## config.mk

```make
export PLATFORM = sky130hd
export DESIGN_NAME = sync_length_checksum_deframer
export DESIGN_NICKNAME = d
export VERILOG_FILES = /design/src/sv/slcd_pkg.sv /design/src/sv/slcd_parser.sv /design/src/sv/sync_length_checksum_deframer.sv
export SDC_FILE = /design/constraint.sdc
export NUM_CORES = 1
export LEC_CHECK = 0
export ABC_AREA = 1
export BUFFER_PORTS_ARGS = -buffer_cell sky130_fd_sc_hd__buf_4
export CAP_MARGIN = 20
export CORE_AREA = 2 2 148 150
export DETAILED_ROUTE_END_ITERATION = 7
export DIE_AREA = 0 0 150 152
export GPL_TIMING_DRIVEN = 0
export PLACE_DENSITY_LB_ADDON = 0.12
export SLEW_MARGIN = 20
export SYNTH_ARGS = -nofsm -noshare
export SYNTH_HDL_FRONTEND = slang
export SYNTH_HIERARCHICAL = 1
export SYNTH_SLANG_ARGS = --single-unit
```

## constraint.sdc

```tcl
create_clock -name clock -period 4.3 [get_ports clock]
set_input_delay 0.43 -clock clock [delete_from_list [all_inputs] [get_ports clock]]
set_output_delay 0.43 -clock clock [all_outputs]
set_load 0.01 [all_outputs]
```

## src/sv/slcd_pkg.sv

```systemverilog
// Shared types and constants for the sync/length/checksum deframer.
// No dependencies.
package slcd_pkg;

   localparam int unsigned CSR_ADDR_W = 2;

   localparam logic [CSR_ADDR_W-1:0] CSR_SYNC_FIRST  = 2'd0;
   localparam logic [CSR_ADDR_W-1:0] CSR_SYNC_SECOND = 2'd1;
   localparam logic [CSR_ADDR_W-1:0] CSR_MAX_LEN     = 2'd2;

   localparam logic [7:0]  SYNC_FIRST_RST  = 8'h4F;
   localparam logic [7:0]  SYNC_SECOND_RST = 8'h50;
   localparam logic [15:0] MAX_LEN_RST     = 16'd192;

   typedef enum logic [1:0] {
      EV_PAYLOAD  = 2'd0,
      EV_GOOD     = 2'd1,
      EV_BAD_SUM  = 2'd2,
      EV_TOO_LONG = 2'd3
   } event_type;

   typedef struct packed {
      logic [7:0]  sync_first;
      logic [7:0]  sync_second;
      logic [15:0] max_len;
   } cfg_type;

   typedef struct packed {
      event_type   kind;
      logic [7:0]  data_byte;
      logic [15:0] byte_index;
      logic [7:0]  frame_kind;
      logic [15:0] frame_len;
   } result_type;

endpackage

```

## src/sv/slcd_parser.sv

```systemverilog
// Frame parser: sync hunt, header, payload indexing and running checksum.
// Depends on slcd_pkg.
module slcd_parser (
   input  logic                clock,
   input  logic                reset,
   input  logic                in_valid,
   input  logic [7:0]          in_byte,
   input  slcd_pkg::cfg_type   cfg,
   output logic                res_valid,
   output slcd_pkg::result_type res
);

   typedef enum logic [2:0] {
      PH_SYNC1   = 3'd0,
      PH_SYNC2   = 3'd1,
      PH_TYPE    = 3'd2,
      PH_LEN_LO  = 3'd3,
      PH_LEN_HI  = 3'd4,
      PH_PAYLOAD = 3'd5,
      PH_CHECK   = 3'd6
   } phase_type;

   phase_type   phase_ff,  phase_in;
   logic [7:0]  type_ff,   type_in;
   logic [15:0] len_ff,    len_in;
   logic [15:0] count_ff,  count_in;
   logic [7:0]  sum_ff,    sum_in;
   logic [15:0] count_inc;
   logic [15:0] len_full;

   assign count_inc = count_ff + 16'd1;
   assign len_full  = {in_byte, len_ff[7:0]};

   always_comb begin
      phase_in  = phase_ff;
      type_in   = type_ff;
      len_in    = len_ff;
      count_in  = count_ff;
      sum_in    = sum_ff;
      res_valid = 1'b0;
      res       = '{kind: slcd_pkg::EV_PAYLOAD, data_byte: 8'd0, byte_index: 16'd0,
                    frame_kind: type_ff, frame_len: len_ff};
      unique case (phase_ff)
         PH_SYNC2: begin
            if (in_byte == cfg.sync_second) begin
               phase_in = PH_TYPE;
            end else if (in_byte != cfg.sync_first) begin
               phase_in = PH_SYNC1;
            end
         end
         PH_TYPE: begin
            type_in  = in_byte;
            sum_in   = in_byte;
            phase_in = PH_LEN_LO;
         end
         PH_LEN_LO: begin
            len_in   = {8'd0, in_byte};
            sum_in   = sum_ff + in_byte;
            phase_in = PH_LEN_HI;
         end
         PH_LEN_HI: begin
            len_in        = len_full;
            sum_in        = sum_ff + in_byte;
            count_in      = 16'd0;
            res.frame_len = len_full;
            if (len_full > cfg.max_len) begin
               res_valid = 1'b1;
               res.kind  = slcd_pkg::EV_TOO_LONG;
               phase_in  = PH_SYNC1;
            end else if (len_full == 16'd0) begin
               phase_in = PH_CHECK;
            end else begin
               phase_in = PH_PAYLOAD;
            end
         end
         PH_PAYLOAD: begin
            res_valid      = 1'b1;
            res.data_byte  = in_byte;
            res.byte_index = count_ff;
            sum_in         = sum_ff + in_byte;
            count_in       = count_inc;
            if (count_inc >= len_ff) begin
               phase_in = PH_CHECK;
            end
         end
         PH_CHECK: begin
            res_valid = 1'b1;
            res.kind  = (in_byte == sum_ff) ? slcd_pkg::EV_GOOD : slcd_pkg::EV_BAD_SUM;
            phase_in  = PH_SYNC1;
         end
         default: begin
            phase_in = (in_byte == cfg.sync_first) ? PH_SYNC2 : PH_SYNC1;
         end
      endcase
      if (!in_valid) begin
         res_valid = 1'b0;
      end
   end

   always_ff @(posedge clock) begin
      if (reset) begin
         phase_ff <= PH_SYNC1;
         type_ff  <= 8'd0;
         len_ff   <= 16'd0;
         count_ff <= 16'd0;
         sum_ff   <= 8'd0;
      end else if (in_valid) begin
         phase_ff <= phase_in;
         type_ff  <= type_in;
         len_ff   <= len_in;
         count_ff <= count_in;
         sum_ff   <= sum_in;
      end
   end

endmodule

```

## src/sv/sync_length_checksum_deframer.sv

```systemverilog
// Top level of the sync/length/checksum deframer: config registers and output skid buffer.
// Depends on slcd_pkg and slcd_parser.
//
//   channel  dir  handshake              payload
//   req      in   req_tvalid/req_tready  tdata: rx_byte
//   rsp      out  rsp_tvalid/rsp_tready  tuser: event_kind; tdata: result fields
//   csr      in   csr_we                 csr_addr, csr_wdata
//
// One byte per cycle while req_tready is high; each result is registered before rsp shows it.
// The parser state update is the only loop: one byte through it per clock while req_tready is high.
// A two-entry output buffer keeps req_tready registered and lets bytes flow under rsp stall.
// Synchronous reset clears parser state, config to defaults and empties the buffer.
module sync_length_checksum_deframer (
   input  logic        clock,
   input  logic        reset,
   input  logic        req_tvalid,
   output logic        req_tready,
   input  logic [7:0]  req_tdata,   // [7:0] rx_byte
   output logic        rsp_tvalid,
   input  logic        rsp_tready,
   output logic [47:0] rsp_tdata,   // [7:0] data_byte, [23:8] byte_index,
                                    // [31:24] frame_kind, [47:32] frame_len
   output logic [1:0]  rsp_tuser,   // [1:0] event_kind
   input  logic        csr_we,
   input  logic [slcd_pkg::CSR_ADDR_W-1:0] csr_addr,
   input  logic [15:0] csr_wdata
);

   slcd_pkg::cfg_type    cfg_ff;
   slcd_pkg::result_type res;
   slcd_pkg::result_type main_ff, skid_ff;
   logic                 main_valid_ff, skid_valid_ff;
   logic                 res_valid, accept, push, pop;

   assign req_tready = !skid_valid_ff;
   assign accept     = req_tvalid && req_tready;
   assign push       = res_valid;
   assign pop        = rsp_tvalid && rsp_tready;

   always_ff @(posedge clock) begin
      if (reset) begin
         cfg_ff <= '{sync_first: slcd_pkg::SYNC_FIRST_RST,
                     sync_second: slcd_pkg::SYNC_SECOND_RST,
                     max_len: slcd_pkg::MAX_LEN_RST};
      end else if (csr_we) begin
         unique case (csr_addr)
            slcd_pkg::CSR_SYNC_FIRST:  cfg_ff.sync_first  <= csr_wdata[7:0];
            slcd_pkg::CSR_SYNC_SECOND: cfg_ff.sync_second <= csr_wdata[7:0];
            slcd_pkg::CSR_MAX_LEN:     cfg_ff.max_len     <= csr_wdata;
            default: ;
         endcase
      end
   end

   slcd_parser u_parser (
      .clock     (clock),
      .reset     (reset),
      .in_valid  (accept),
      .in_byte   (req_tdata),
      .cfg       (cfg_ff),
      .res_valid (res_valid),
      .res       (res)
   );

   // skid is only ever loaded when main holds an untaken result
   always_ff @(posedge clock) begin
      if (reset) begin
         main_valid_ff <= 1'b0;
         skid_valid_ff <= 1'b0;
      end else if (pop) begin
         if (skid_valid_ff) begin
            main_ff       <= skid_ff;
            skid_valid_ff <= 1'b0;
         end else if (push) begin
            main_ff <= res;
         end else begin
            main_valid_ff <= 1'b0;
         end
      end else if (push) begin
         if (!main_valid_ff) begin
            main_ff       <= res;
            main_valid_ff <= 1'b1;
         end else begin
            skid_ff       <= res;
            skid_valid_ff <= 1'b1;
         end
      end
   end

   assign rsp_tvalid = main_valid_ff;
   assign rsp_tuser  = main_ff.kind;
   assign rsp_tdata  = {main_ff.frame_len, main_ff.frame_kind, main_ff.byte_index,
                        main_ff.data_byte};

endmodule

```

=== After elaboration in Yosys (flattened, before gate mapping) ===
Cells that the tools add are included.

* Add/sub/neg operators: 2
* $lt $le $gt $ge: 2
* Eq/ne operators: 17
* Multiplexer cells: 27
* Bitwise gates (word level): 3
* Reduce and logical (&&, ||, !) cells: 26

{| class="wikitable"
|+ Operators by type and width
! kind !! count
|-
| two-way mux 50 bit || 5
|-
| case mux 16 bit (2 select lines) || 2
|-
| equality test 8 bit || 3
|-
| two-way mux 24 bit || 1
|-
| case mux 3 bit (6 select lines) || 1
|-
| adder 16 x 1 -> 16 bit (second input constant) || 1
|-
| >= comparator 16 bit || 1
|-
| greater-than comparator 16 bit || 1
|-
| zero test 16 bit || 1
|-
| two-way mux 16 bit || 1
|-
| case mux 8 bit (2 select lines) || 1
|-
| AND reduction 2 bit || 8
|-
| two-way mux 3 bit || 4
|-
| nonzero test 2 bit || 5
|-
| equality test 3 bit (second input constant) || 3
|-
| AND reduction 3 bit || 3
|-
| adder 8 bit || 1
|-
| inequality test 8 bit || 1
|-
| AND reduction 4 bit || 2
|-
| two-way mux 1 bit || 7
|-
| equality test 3 x 2 -> 1 bit (second input constant) || 2
|-
| two-way mux 2 bit || 3
|-
| inequality test 2 x 1 -> 1 bit (second input constant) || 2
|-
| inequality test 2 bit (second input constant) || 2
|-
| other kinds (12) || 16
|}

* Register bits: 185
* Bits of input ports: 31
* Output and inout port bits: 52
* Logic and storage cells: 98

=== Logic depth before layout (Yosys ltp) ===
* Depth after elaboration: 7
* Depth in mapped cells: 17
* Depth with buffers taken out: 17

=== By module ===
The synthesis kept the hierarchy.

{| class="wikitable"
|+ Modules (own cells, without submodules)
! module !! instances !! cells each !! area an instance (µm²) !! sequential area each (µm²)
|-
| sync_length_checksum_deframer || 1 || 470 || 5357.6 || 3683.5
|-
| slcd_parser || 1 || 607 || 4031.4 || 1021.0
|}

=== Worst setup path before layout ===
OpenSTA, ideal clock, no wires.

* Path kind: input to register
* Start point: input req_tdata[3]
* End point: register skid_ff[0] (netlist bit) (enable)
* Library setup time: 0.458 ns
* Arrival time: 3.648 ns
* Required time: 3.842 ns
* Path slack: 0.195 ns
* Stages: 11
* Buffers on the path: 0
* Cells stage by stage: ha_1 -> nand2_1 -> inv_1 -> nand3_1 -> nor2_1 -> nand2_1 -> nand2_1 -> nand3_1 -> a31oi_1 -> nand2_1 -> nor2_1

* Cells in the longest elaborated chain, start to end: 5

{| class="wikitable"
|+ RTL lines
! item !! line !! RTL
|-
| from (decl) || sync_length_checksum_deframer.sv:18 || <nowiki>input logic [7:0] req_tdata,</nowiki>
|-
| greater-than comparator 16 bit || slcd_parser.sv:66 || <nowiki>if (len_full > cfg.max_len) begin</nowiki>
|-
| two-way mux 1 bit || slcd_parser.sv:66 ||
|-
| case mux 1 bit (2 select lines) || slcd_parser.sv:43 || <nowiki>unique case (phase_ff)</nowiki>
|-
| two-way mux 1 bit || slcd_parser.sv:95 || <nowiki>if (!in_valid) begin</nowiki>
|-
| via push || sync_length_checksum_deframer.sv:33 || <nowiki>logic res_valid, accept, push, pop;</nowiki>
|-
| AND reduction 4 bit (no source line) || - ||
|-
| to (signal assigned) || sync_length_checksum_deframer.sv:84 || <nowiki>skid_ff <= res;</nowiki>
|-
| to (decl) || sync_length_checksum_deframer.sv:31 || <nowiki>slcd_pkg::result_type main_ff, skid_ff;</nowiki>
|}

The timed path passes the listed nets, and every way through them passes these cells.
A chain may end at the register's enable or synchronous reset.

=== Worst setup path in the final report ===
* Start point: register cfg_ff[11] (netlist bit)
* End point: register skid_ff[10] (netlist bit) (enable)

* Cells in the longest elaborated chain, start to end: 5

{| class="wikitable"
|+ RTL lines
! item !! line !! RTL
|-
| from (decl) || sync_length_checksum_deframer.sv:29 || <nowiki>slcd_pkg::cfg_type cfg_ff;</nowiki>
|-
| from (signal assigned) || sync_length_checksum_deframer.sv:42 || <nowiki>cfg_ff <= '{sync_first: slcd_pkg::SYNC_FIRST_RST,</nowiki>
|-
| greater-than comparator 16 bit || slcd_parser.sv:66 ||
|-
| two-way mux 1 bit || slcd_parser.sv:66 ||
|-
| case mux 1 bit (2 select lines) || slcd_parser.sv:43 ||
|-
| two-way mux 1 bit || slcd_parser.sv:95 ||
|-
| via push || sync_length_checksum_deframer.sv:33 ||
|-
| AND reduction 4 bit (no source line) || - ||
|}

The timed path passes the listed nets, and every way through them passes these cells.

==> out/results.txt <==
Synth Register Bits: 185
Crit Path Category: flop to flop
PwrDens: 327.7 nW/um2
First-pass GRT wire length: 34,590 um
Clock sink count: 185
Post-CTS Resized: 0
Post-DRT Antenna Nets: 0
Ant. Diodes: 0
Vias in the first global route: 6,649
Number of max-cap violations: 0
CTS tree: done
Sequential area share after synthesis: 50.11%
CTS Buf Count: 17
WL per Instance: 14.60 um
Most frequent cells in the layout: 227 x nand2_1, 158 x inv_1, 103 x nor2_1
Max transition margin: 48.72%
IO Port Bufs: 81
CP max stage cell: nor2_4
Post-CTS Setup Bufs: 0
Max VDD drop: 254.2 uV
Syn Inst Count: 1,077
RSZ-0062 raised after global routing: false
Synth Area per Inst: 8.718 um2
Cts hold-fix bufs: 0
Status: complete, no violations
Most common cell after layout, fill and taps aside: nand2_1
Remaining DRCs: 0
Max Clock Skew: 0.01180 ns
Clock slew at reported path FFs: 0.08 ns
Drt first pass iters: 5
Insertion delay of the later-clocked pin in the worst-skew pair: 0.44 ns
Tcrit/Tclk final: 74.60%
Fin Hold WS: 0.2070 ns
CP endpoint kind: flop
Core area: 21,350 um2
LEAKAGE: 4.696 nW
Area delta synth->final: 17.03%
CP peak stage delay: 0.65 ns
Util after Layout: 51.47%
Hold WC Path Type: input pin to flop
Antenna violations before repair: 0
Final wirelength: 21,470 um
Fin. max-slew vios: 0
GRT overflow: 0
1st-iter DRT viols: 410
Final Hold Viols: 0
Yosys warnings: 6
Minimum clock period: 3.208 ns
Row Count: 54
Htree depth: 4
Final setup viols: 0
Critical Path RT: 4.44 ns
Critical path cell sequence: inv_1, ha_1, nand2_1, inv_1, nand3_1, nor2_1, nand2_1, nand2_1, nand3_1, a31oi_1, nand2_1, nor2_4, buf_12
Peak Freq: 311.7 MHz
Via count: 7,155
Crit Path Max Fanout: 26
Routed vias/inst: 4.864
DIE WIDTH: 150 um
Post-DP HPWL: 15,930 um
Cell mode on critical path: nand2_1
Chip Height: 152 um
Pin count of the biggest net entering global routing: 28
GPL Wtd Cong: 0.8537
Initial core utilization: 43.98%
Mapped Area: 9389 um2
Mapped Nets: 1,149
Cell area after layout: 10,990 um2
Post-Place Cell Area: 10,400 um2
Worst-Margin Slew: 0.7674 ns
Crit path DAT: 3.34 ns
Synth cell types: 41
DIE AREA: 22,800 um2
Fraction of layout cells with a size suffix above 1: 19.31%
FILL cells: 2,079
Worst Setup Start Kind: flop
Nets: 1,251
Clock tree buffer depth: 2
GRT Util Overall: 19.57%
Root buffer cell: clkbuf_16
Num ports: 83
-- critical path, delay by kind of cell, from the launching register on --
family                     cells  cell delay, ns
buffers and inverters          3            0.38
adders and majority gates      1            0.29
AOI/OAI and AO/OA              1            0.45
DFF                            1            0.33
and+or+nand+nor                8            1.43
-- synthesized netlist by cell type, drive strengths merged --
cell      n  area (um2)
a211oi   11       82.58
a21o      1       7.510
a21oi    73       369.1
a22oi     1       7.510
a31oi     1       6.260
and2      2       12.51
buf      38       282.8
clkbuf   14       55.05
clkinv    2       7.510
dfxtp    85        1702
edfxtp  100        3003
fa        1       20.02
ha       40       500.5
inv     166       623.1
nand2   231       877.1
nand3    57       312.8
nand4    14       87.58
nor2    108       420.4
nor3      8       50.05
nor4      6       52.55
o21a      1       7.510
o21ai    84       608.1
or2       1       6.260
xnor2    11       96.34
xor2     21       191.4
-- flip-flops by register name, indices dropped and copies added, names as in the netlist, 2 cells and up --
name               count
u_parser/phase_ff      3
u_parser/type_ff       8
cfg_ff                32
u_parser/sum_ff        8
u_parser/count_ff     16
rsp_tdata             48
u_parser/len_ff       16
skid_ff               50
rsp_tuser              2
-- final timing paths --
path,from,to,slack [ns],cells after the start
worst max-delay path,cfg_ff[11],skid_ff[10],1.09,13
worst min-delay path,csr_wdata[13],cfg_ff[13],0.21,3
worst max register to register,cfg_ff[11],skid_ff[10],1.09,13
worst min register to register,u_parser/len_ff[9],u_parser/len_ff[9],0.46,2
-- cell families after synthesis --
group	count (synthesis)	synth area share, %
AO/OA/AOI/OAI	172	11.59
XOR/XNOR	32	3.065
adder cells (fa/ha/maj)	41	5.544
buffers and inverters	220	10.31
flip-flops	185	50.11
AND/OR/NAND/NOR	427	19.38
-- per-layer routing --
metal	share of wire [%]	global-route usage (%)
met5	0	0
met4	1.6	6.020
met3	4.2	3.123
met2	47	30.94
met1	47	27.62
-- layout make-up --
type                    instances  area [um2]  area share (%)
flip-flops and latches        185        4705           42.81
multi-input cells             672        3724           33.89
repair buffers                 83       655.6           5.967
inverters                     168       630.6           5.739
clock buffers                  17       425.4           3.872
well taps                     280       350.3           3.188
plain buffers                  52       337.8           3.074
clock inverters                14       160.2           1.458
-- power breakdown --
part	internal [mW]	switching [mW]
Sequential	1.86	0.00990
Clock	0.821	0.733
Combinational	0.0678	0.111
-- through the flow --
stage / std cells / setup TNS, ns / setup WS [ns] / power [mW]
2_1_floorplan: 1077 / 0 / 0.1949 / 2.018
3_3_place_gp: 1438 / -69.38 / -1.390 / 2.085
3_5_place_dp: 1440 / 0 / 0.9283 / 2.087
4_1_cts: 1471 / 0 / 1.103 / 3.634
5_1_grt: 1471 / 0 / 0.8140 / 3.727
6_report: 1471 / 0 / 1.092 / 3.600
Power figures use the tool's default switching activity.
